$ cat config.mk
export PLATFORM = sky130hd
export DESIGN_NAME = systematic_resampling_counts_unit
export DESIGN_NICKNAME = d
export VERILOG_FILES = /design/src/rtl/core/srcu_pkg.sv /design/src/rtl/core/srcu_ctrl.sv /design/src/rtl/core/srcu_datapath.sv /design/src/rtl/core/systematic_resampling_counts_unit.sv
export SDC_FILE = /design/constraint.sdc
export NUM_CORES = 1
export LEC_CHECK = 0
export BUFFER_PORTS_ARGS = -buffer_cell sky130_fd_sc_hd__buf_2
export CORE_AREA = 2 2 184 186
export CTS_CLUSTER_SIZE = 16
export DETAILED_ROUTE_END_ITERATION = 7
export DIE_AREA = 0 0 186 188
export MAX_ROUTING_LAYER = met4
export PLACE_DENSITY = 0.6
export RECOVER_POWER = 50
export SYNTH_ARGS = -nofsm -noshare
export SYNTH_HDL_FRONTEND = slang
export SYNTH_HIERARCHICAL = 1
export SYNTH_SLANG_ARGS = --single-unit
$ cat constraint.sdc
create_clock -name clk -period 4.3 [get_ports clk]
set_input_delay 0.215 -clock clk [delete_from_list [all_inputs] [get_ports clk]]
set_output_delay 0.215 -clock clk [all_outputs]
set_load 0.01 [all_outputs]
$ cat src/rtl/core/srcu_pkg.sv
// ----------------------------------------------------------------------------
// srcu_pkg
// Shared types and constants for the systematic resampling counts unit.
// ----------------------------------------------------------------------------
package srcu_pkg;

  localparam int unsigned MAX_PARTICLES = 4096;

  localparam int unsigned COUNT_W  = 13;
  localparam int unsigned STEP_W   = 25;
  localparam int unsigned WEIGHT_W = 25;
  localparam int unsigned OFFSET_W = 24;
  localparam int unsigned INDEX_W  = 12;
  localparam int unsigned SUM_W    = 26;
  localparam int unsigned CFG_IDX_W = 2;
  localparam int unsigned CFG_DATA_W = 25;

  localparam logic [SUM_W-1:0] SUM_MAX = {SUM_W{1'b1}};

  localparam logic [COUNT_W-1:0] COUNT_RESET = COUNT_W'(512);
  localparam logic [STEP_W-1:0]  STEP_RESET  = STEP_W'(32768);

  typedef enum logic [CFG_IDX_W-1:0] {
    CFG_PARTICLE_COUNT = 2'd0,
    CFG_TARGET_STEP    = 2'd1
  } srcu_cfg_idx_t;

  typedef enum logic [1:0] {
    ST_IDLE,
    ST_ACCUM,
    ST_COUNT,
    ST_COMMIT
  } srcu_state_t;

  typedef struct packed {
    logic load;     // capture input item
    logic accum;    // add weight into the running sum, open run if idle
    logic iterate;  // one target compare step
    logic commit;   // write result register and advance run state
  } srcu_cmd_t;

  typedef struct packed {
    logic count_done;
    logic out_free;
  } srcu_sts_t;

endpackage

$ cat src/rtl/core/srcu_ctrl.sv
// ----------------------------------------------------------------------------
// srcu_ctrl
// Sequencer: accept, accumulate, count targets, commit result.
// ----------------------------------------------------------------------------
module srcu_ctrl (
  input  logic              clk,
  input  logic              rst_n,
  input  logic              in_valid,
  output logic              in_stall,
  input  srcu_pkg::srcu_sts_t sts,
  output srcu_pkg::srcu_cmd_t cmd
);
  import srcu_pkg::*;

  srcu_state_t state_r, state_nxt;

  always_ff @(posedge clk) begin
    if (!rst_n) begin
      state_r <= ST_IDLE;
    end else begin
      state_r <= state_nxt;
    end
  end

  always_comb begin
    state_nxt = state_r;
    cmd       = '0;
    in_stall  = 1'b1;
    unique case (state_r)
      ST_IDLE: begin
        in_stall = 1'b0;
        if (in_valid) begin
          cmd.load  = 1'b1;
          state_nxt = ST_ACCUM;
        end
      end
      ST_ACCUM: begin
        cmd.accum = 1'b1;
        state_nxt = ST_COUNT;
      end
      ST_COUNT: begin
        cmd.iterate = 1'b1;
        if (sts.count_done) begin
          state_nxt = ST_COMMIT;
        end
      end
      ST_COMMIT: begin
        // hold until the result register can take the transfer
        if (sts.out_free) begin
          cmd.commit = 1'b1;
          state_nxt  = ST_IDLE;
        end
      end
      default: begin
        state_nxt = ST_IDLE;
      end
    endcase
  end

endmodule

$ cat src/rtl/core/srcu_datapath.sv
// ----------------------------------------------------------------------------
// srcu_datapath
// Run state, target compare loop, configuration and result registers.
// ----------------------------------------------------------------------------
module srcu_datapath (
  input  logic                                   clk,
  input  logic                                   rst_n,
  input  srcu_pkg::srcu_cmd_t                    cmd,
  output srcu_pkg::srcu_sts_t                    sts,
  input  logic                                   cfg_wr_en,
  input  logic [srcu_pkg::CFG_IDX_W-1:0]         cfg_index,
  input  logic [srcu_pkg::CFG_DATA_W-1:0]        cfg_wdata,
  input  logic [srcu_pkg::WEIGHT_W-1:0]          in_weight,
  input  logic [srcu_pkg::OFFSET_W-1:0]          in_start_offset,
  input  logic                                   in_last,
  output logic                                   out_valid,
  input  logic                                   out_stall,
  output logic [srcu_pkg::INDEX_W-1:0]           out_particle_index,
  output logic [srcu_pkg::COUNT_W-1:0]           out_copies,
  output logic                                   out_run_done
);
  import srcu_pkg::*;

  logic [COUNT_W-1:0]  pcount_r;
  logic [STEP_W-1:0]   step_r;

  logic [WEIGHT_W-1:0] weight_r;
  logic [OFFSET_W-1:0] offset_r;
  logic                last_r;

  logic [SUM_W-1:0]    sum_r;
  logic [SUM_W-1:0]    target_r;
  logic [COUNT_W-1:0]  issued_r;
  logic [INDEX_W-1:0]  pos_r;
  logic                in_run_r;
  logic [COUNT_W-1:0]  copies_r;

  logic                out_valid_r;
  logic [INDEX_W-1:0]  out_index_r;
  logic [COUNT_W-1:0]  out_copies_r;
  logic                out_done_r;

  logic [COUNT_W-1:0]  eff_count;
  logic [COUNT_W-1:0]  remaining;
  logic                final_item;
  logic                hit;
  logic                step_zero;
  logic [SUM_W-1:0]    base_sum;
  logic [SUM_W:0]      sum_wide;
  logic [SUM_W:0]      target_wide;

  // configuration
  always_ff @(posedge clk) begin
    if (!rst_n) begin
      pcount_r <= COUNT_RESET;
      step_r   <= STEP_RESET;
    end else if (cfg_wr_en) begin
      if (cfg_index == CFG_PARTICLE_COUNT) begin
        pcount_r <= cfg_wdata[COUNT_W-1:0];
      end else if (cfg_index == CFG_TARGET_STEP) begin
        step_r <= cfg_wdata[STEP_W-1:0];
      end
    end
  end

  always_comb begin
    priority if (pcount_r == '0) begin
      eff_count = COUNT_W'(1);
    end else if (pcount_r > COUNT_W'(MAX_PARTICLES)) begin
      eff_count = COUNT_W'(MAX_PARTICLES);
    end else begin
      eff_count = pcount_r;
    end
  end

  assign remaining  = (issued_r < eff_count) ? (eff_count - issued_r) : '0;
  assign final_item = last_r || ({1'b0, pos_r} + COUNT_W'(1) >= eff_count);
  assign step_zero  = (step_r == '0);
  assign hit        = (copies_r < remaining) && (target_r <= sum_r);
  assign base_sum   = in_run_r ? sum_r : '0;
  assign sum_wide   = {1'b0, base_sum} + (SUM_W+1)'(weight_r);
  assign target_wide = {1'b0, target_r} + (SUM_W+1)'(step_r);

  // a target pushed past the sum range lies beyond any sum: stop there
  assign sts.count_done = final_item || !hit || step_zero || target_wide[SUM_W];
  assign sts.out_free   = !out_valid_r || !out_stall;

  // input capture
  always_ff @(posedge clk) begin
    if (cmd.load) begin
      weight_r <= in_weight;
      offset_r <= in_start_offset;
      last_r   <= in_last;
    end
  end

  // run state
  always_ff @(posedge clk) begin
    if (!rst_n) begin
      sum_r    <= '0;
      target_r <= '0;
      issued_r <= '0;
      pos_r    <= '0;
      in_run_r <= 1'b0;
      copies_r <= '0;
    end else begin
      if (cmd.accum) begin
        sum_r    <= sum_wide[SUM_W] ? SUM_MAX : sum_wide[SUM_W-1:0];
        copies_r <= '0;
        if (!in_run_r) begin
          target_r <= SUM_W'(offset_r);
          issued_r <= '0;
          pos_r    <= '0;
          in_run_r <= 1'b1;
        end
      end
      if (cmd.iterate) begin
        priority if (final_item || (hit && step_zero)) begin
          copies_r <= remaining;
        end else if (hit) begin
          // advance to the next target; saturate past the sum range
          copies_r <= copies_r + COUNT_W'(1);
          target_r <= target_wide[SUM_W] ? SUM_MAX : target_wide[SUM_W-1:0];
        end else begin
          copies_r <= copies_r;
        end
      end
      if (cmd.commit) begin
        issued_r <= issued_r + copies_r;
        if (final_item) begin
          in_run_r <= 1'b0;
        end else begin
          pos_r <= pos_r + INDEX_W'(1);
        end
      end
    end
  end

  // result register
  always_ff @(posedge clk) begin
    if (!rst_n) begin
      out_valid_r <= 1'b0;
    end else if (cmd.commit) begin
      out_valid_r <= 1'b1;
    end else if (!out_stall) begin
      out_valid_r <= 1'b0;
    end
  end

  always_ff @(posedge clk) begin
    if (cmd.commit) begin
      out_index_r  <= pos_r;
      out_copies_r <= copies_r;
      out_done_r   <= final_item;
    end
  end

  assign out_valid          = out_valid_r;
  assign out_particle_index = out_index_r;
  assign out_copies         = out_copies_r;
  assign out_run_done       = out_done_r;

endmodule

$ cat src/rtl/core/systematic_resampling_counts_unit.sv
// ----------------------------------------------------------------------------
// systematic_resampling_counts_unit
// Streaming systematic resampling: weight in, particle copy count out.
// ----------------------------------------------------------------------------
// Particle weights (unsigned Q1.24) arrive one per transfer in particle order;
// the first transfer of a run also carries the random start offset. Each
// weight is added to a saturating cumulative sum, and the block returns one
// result per weight: the particle index, how many targets
// (start_offset + i*target_step) fall at or below the sum, and a run_done flag
// on the final particle, which takes every target still left. An item passes
// from the input transfer through the accumulate step, the target compare
// loop and the commit, which waits while a previous result sits stalled in
// the output register. The loop ends when the next target lies above the sum,
// when the particle count is used up, on the final particle, on a zero step,
// or when a target runs past the sum range. The loop issues one target per
// cycle through a single add and compare. Input is stalled while an item is
// in flight, but a finished result waiting in the output register does not
// block the next input transfer. The user must write particle_count and
// target_step through the cfg port only while the block is idle; the block
// itself does not enforce it.
// ----------------------------------------------------------------------------
module systematic_resampling_counts_unit (
  input  logic                                clk,
  input  logic                                rst_n,
  input  logic                                cfg_wr_en,
  input  logic [srcu_pkg::CFG_IDX_W-1:0]      cfg_index,
  input  logic [srcu_pkg::CFG_DATA_W-1:0]     cfg_wdata,
  input  logic                                in_valid,
  output logic                                in_stall,
  input  logic [srcu_pkg::WEIGHT_W-1:0]       in_weight,
  input  logic [srcu_pkg::OFFSET_W-1:0]       in_start_offset,
  input  logic                                in_last,
  output logic                                out_valid,
  input  logic                                out_stall,
  output logic [srcu_pkg::INDEX_W-1:0]        out_particle_index,
  output logic [srcu_pkg::COUNT_W-1:0]        out_copies,
  output logic                                out_run_done
);
  import srcu_pkg::*;

  srcu_cmd_t cmd;
  srcu_sts_t sts;

  // sequencer: one item at a time through accumulate, count, commit
  srcu_ctrl u_ctrl (
    .clk      (clk),
    .rst_n    (rst_n),
    .in_valid (in_valid),
    .in_stall (in_stall),
    .sts      (sts),
    .cmd      (cmd)
  );

  // datapath: run state, target loop, result register
  srcu_datapath u_dp (
    .clk                (clk),
    .rst_n              (rst_n),
    .cmd                (cmd),
    .sts                (sts),
    .cfg_wr_en          (cfg_wr_en),
    .cfg_index          (cfg_index),
    .cfg_wdata          (cfg_wdata),
    .in_weight          (in_weight),
    .in_start_offset    (in_start_offset),
    .in_last            (in_last),
    .out_valid          (out_valid),
    .out_stall          (out_stall),
    .out_particle_index (out_particle_index),
    .out_copies         (out_copies),
    .out_run_done       (out_run_done)
  );

  // an accepted item always stalls the input in the cycle after its transfer
  a_accept_then_busy : assert property (
    @(posedge clk) disable iff (!rst_n)
    (in_valid && !in_stall) |=> in_stall
  ) else $error("input not stalled after transfer");

  // a new result only appears as the sequencer returns to idle
  a_result_at_idle : assert property (
    @(posedge clk) disable iff (!rst_n)
    $rose(out_valid) |-> !in_stall
  ) else $error("result loaded while item in flight");

  // commit happens only after the count loop has finished
  a_commit_after_count : assert property (
    @(posedge clk) disable iff (!rst_n)
    cmd.commit |-> $past(sts.count_done) || $past(!cmd.iterate)
  ) else $error("commit without finished count");

endmodule
==> results.md <==
* Port bufs at around 110
* FILL cells at slightly above 3k
* Flop2flop setup slack at -0.27 ns
* Share of the synthesized area in the top cell type at 20.4%
* Number of synthesized flops with an enable pin at 76
* Die Height at 188 µm
* Unique masters post-synth at 75
* F_max at between 200 and 250 MHz
* Top cells by area, synth: dfxtp_1, edfxtp_1, ha_1
* Die area at between 30000 and 40000 µm²
* WL per Instance at 16.6 µm
* Antenna viol nets, final at 0
* Peak supply drop at around 0.36 mV
* Drt initial violations at 749
* Cell taking the most area after synthesis: dfxtp_1
* Worst-Margin Slew at between 0.9 and 1 ns
* Critical R2R Capture: u_dp/copies_r[10]
* Detailed placement HPWL at 25400 µm
* Worst r2r src: u_dp/pcount_r[11]
* #FFs+latches synth at between 200 and 250
* Post-Synthesis Cell Area at approximately 13000 µm²
* Worst r2r path cells at 21
* Status: complete, but fails checks
* Async S/R FF share, synth at 0%
* CTS Buf Count at 26
* Vias in the first global route at between 10k and 15k
* Vias/cell at 5.32
* Setup Skew at about 0.021 ns
* Final period util at 106%
* Slew Limit Fails at 0
* Initial antenna violation count at 0
* Global route total overflow at 0
* Drt first pass iters at 7
* RSZ-0062 raised after global routing: yes
* H-Tree Depth at 1
* Syn Inst Count at roughly 1.5k
* Worst Path Arrival at around 5.0 ns
* Dpl cells at between 2k and 2.5k
* Register area share after synthesis at around 38%
* Root buf cell: clkbuf_16
* Pwr dens at around 490 nW/µm²
* # IOs at 110
* Largest net degree at the start of global routing at 91
* End point of the critical path: u_dp/copies_r[10]
* Kind of end point of the critical path: flop
* Non-Filler Instances at 2167
* Final setup viols at 41
* Yosys warns at 6
* Starting Density at roughly two fifths
* Lkg Pwr at around 7.0 nW
* Failing checks: negative setup slack
* Syn Area/Cell at 8.93 µm²
* Worst-path fanout max at 4
* Setup crit start: u_dp/pcount_r[11]
* Final Hold Fails at 0
* Worst-skew pair later-pin latency at around 0.56 ns
* All-layer global routing usage at between 20 and 25%
* First-pass GRT wire length at about 57000 µm
* Hold Crit Class: in2reg
* Row cnt at between 60 and 70
* Setup ws final at -0.273 ns
* DRC at 0
* CP startpoint kind: flop
* Core area at around 33000 µm²
* Worst-path clk slew at 0.06 ns
* Required @ worst endpoint at approximately 4.8 ns
* Sequential cell area at slightly below 5000 µm²
* Max-slew headroom at between 30% and 40%
* Final min period at 4.57 ns
* Max Cap Violations at 0
* Final #Nets at about 1.9k
* Top_reg_cell synth: dfxtp_1
* Setup TNS at -6.63 ns
* # clock sinks at approximately 210
* Chip width at between 150 and 200 µm
* Placer Congestion at roughly 0.89
* Syn nets at 1671
* Layout cells sized above 1 at between 15 and 20%
* Antenna diodes at 0
* Max Buffers Root-to-Sink at 3
* CP Class: reg2reg
* CTS tree: yes
* DRT Wirelength at about 36000 µm
* Via Count at between 10k and 15k
* Area growth syn-to-layout at 28.4%
* Multi-input logic area at between 7000 and 8000 µm²
-- power breakdown --
part           switching (mW)  internal (mW)
Sequential              0.274           2.46
Combinational            1.86           1.47
Clock                   0.875           1.29
Total                    3.01           5.22
-- cell usage after synthesis, types with 18 or more instances --
| library cell | number |
|---|---|
| and2_1 | 33 |
| nor2_1 | 53 |
| inv_1 | 91 |
| nand3_1 | 53 |
| a21boi_0 | 50 |
| xor2_1 | 38 |
| a21o_1 | 26 |
| a21oi_1 | 135 |
| ha_1 | 134 |
| o21ai_0 | 99 |
| clkbuf_1 | 47 |
| nand4_1 | 18 |
| nand2_1 | 165 |
| mux2_2 | 25 |
| dfxtp_1 | 132 |
| xnor2_1 | 38 |
| edfxtp_1 | 76 |
-- layout by cell type, fill, tap and decap left out, types with 13 or more instances in the layout --
cell / netlist / layout
clkbuf_1: 47 / 51
nand4_1: 18 / 18
a21oi_1: 135 / 121
and2_1: 33 / 32
buf_4: 1 / 71
buf_2: 8 / 69
dfxtp_1: 132 / 130
edfxtp_1: 76 / 76
and3_1: 17 / 16
ha_1: 134 / 125
nor2_1: 53 / 49
inv_1: 91 / 90
buf_6: 0 / 15
dlygate4sd3_1: 0 / 75
clkbuf_16: 0 / 30
nand2_1: 165 / 160
o21ai_0: 99 / 87
xnor2_1: 38 / 38
o21a_1: 16 / 16
mux2_2: 25 / 24
a21oi_2: 0 / 14
a21o_1: 26 / 26
a21boi_0: 50 / 50
nand3_1: 53 / 53
nor2b_1: 17 / 16
xor2_1: 38 / 38
a31oi_1: 14 / 13
nor3_1: 14 / 14
-- flip-flops by register name, summed over array words and instances (netlist names) --
register,cells
u_dp/out_valid,1
u_dp/target_r,26
u_dp/issued_r,13
u_dp/step_r,25
u_dp/pcount_r,13
u_dp/out_run_done,1
u_ctrl/state_r,2
u_dp/pos_r,12
u_dp/last_r,1
u_dp/out_particle_index,12
u_dp/out_copies,13
u_dp/copies_r,13
u_dp/offset_r,24
u_dp/weight_r,25
u_dp/sum_r,26
u_dp/in_run_r,1
-- metal layers --
metal / vias to the layer above / routed length, µm / share of wire, % / track usage, %
met5: - / 0 / 0 / -
met4: 0 / 1190 / 3.3 / 6.84
met3: 82 / 1430 / 4.0 / 2.25
met2: 268 / 17500 / 48 / 34.7
met1: 5417 / 15900 / 44 / 26.0
li1: 5752 / - / - / -
-- per-stage QoR --
step                      hold WS, ns  cell area, µm²  utilization [%]  total power, mW  setup WS, ns
after floorplan                 0.314           13100                -             4.76       0.00941
after global placement          0.391           14500             43.8             5.61        -0.318
after detailed placement        0.393           14500             43.8             5.66        -0.435
after CTS                       0.109           16500             49.8             8.14        -0.247
after global routing            0.144           16600             50.3             8.78        -0.569
final                           0.111           16600             50.3             8.23        -0.273
-- cells by family (layout without fill, tap and decap cells) --
| kind of cell | Yosys count | after routing | share of synthesized area (%) |
|---|---|---|---|
| AOI/OAI and AO/OA | 432 | 433 | 20.8 |
| and+or+nand+nor | 418 | 418 | 15.6 |
| DFF | 208 | 208 | 38.0 |
| buffers and inverters | 152 | 419 | 4.51 |
| adders and majority gates | 138 | 138 | 13.6 |
| xor gates and xnor gates | 76 | 76 | 5.14 |
| muxes | 27 | 27 | 2.33 |
-- critical path, cell delays in order, from the launching register on --
cell and delay [ns]:
dfxtp_2 0.34, nor4_4 0.28, a31oi_1 0.14, nor2_2 0.19, inv_2 0.06, ha_4 0.16
fa_2 0.36, o21ai_2 0.11, o211ai_1 0.12, a211o_1 0.35, o21ai_2 0.15, xor2_1 0.17
nand2_1 0.13, ha_4 0.29, nand4_1 0.12, nor4_2 0.34, a211oi_2 0.13, buf_4 0.17
buf_12 0.12, a31oi_4 0.24, mux2_2 0.37, o22ai_1 0.15
-- how the worst min path moves through the flow --
stage / from / end / slack, ns / cells past startpoint
floorplan: in_last / u_dp/last_r / 0.31 / 0
global placement: in_start_offset[19] / u_dp/offset_r[19] / 0.39 / 1
global route: out_stall / u_dp/out_valid / 0.14 / 3
CTS: out_stall / u_dp/out_valid / 0.11 / 3
detailed placement: in_start_offset[16] / u_dp/offset_r[16] / 0.39 / 1
finish: out_stall / u_dp/out_valid / 0.11 / 3
-- what timing repair did --
action | CTS | global route
pin swaps | 28 | 23
setup buffers | 11 | 8
gates cloned | 4 | 5
hold buffers | 75 | 0
setup endpoints to repair | 41 | 41
resized for setup | 69 | 22
hold endpoints to repair | 88 | 0
-- layout make-up --
class / instances / area share [%]
Clock inverter: 8 / 0.571
Inverter: 93 / 2.13
Sequential cell: 208 / 29.6
Clock buffer: 40 / 4.60
Multi-Input combinational cell: 1092 / 47.1
Timing Repair Buffer: 278 / 12.7
Tap cell: 448 / 3.37
No activity file was read; power rests on OpenSTA's default activity.
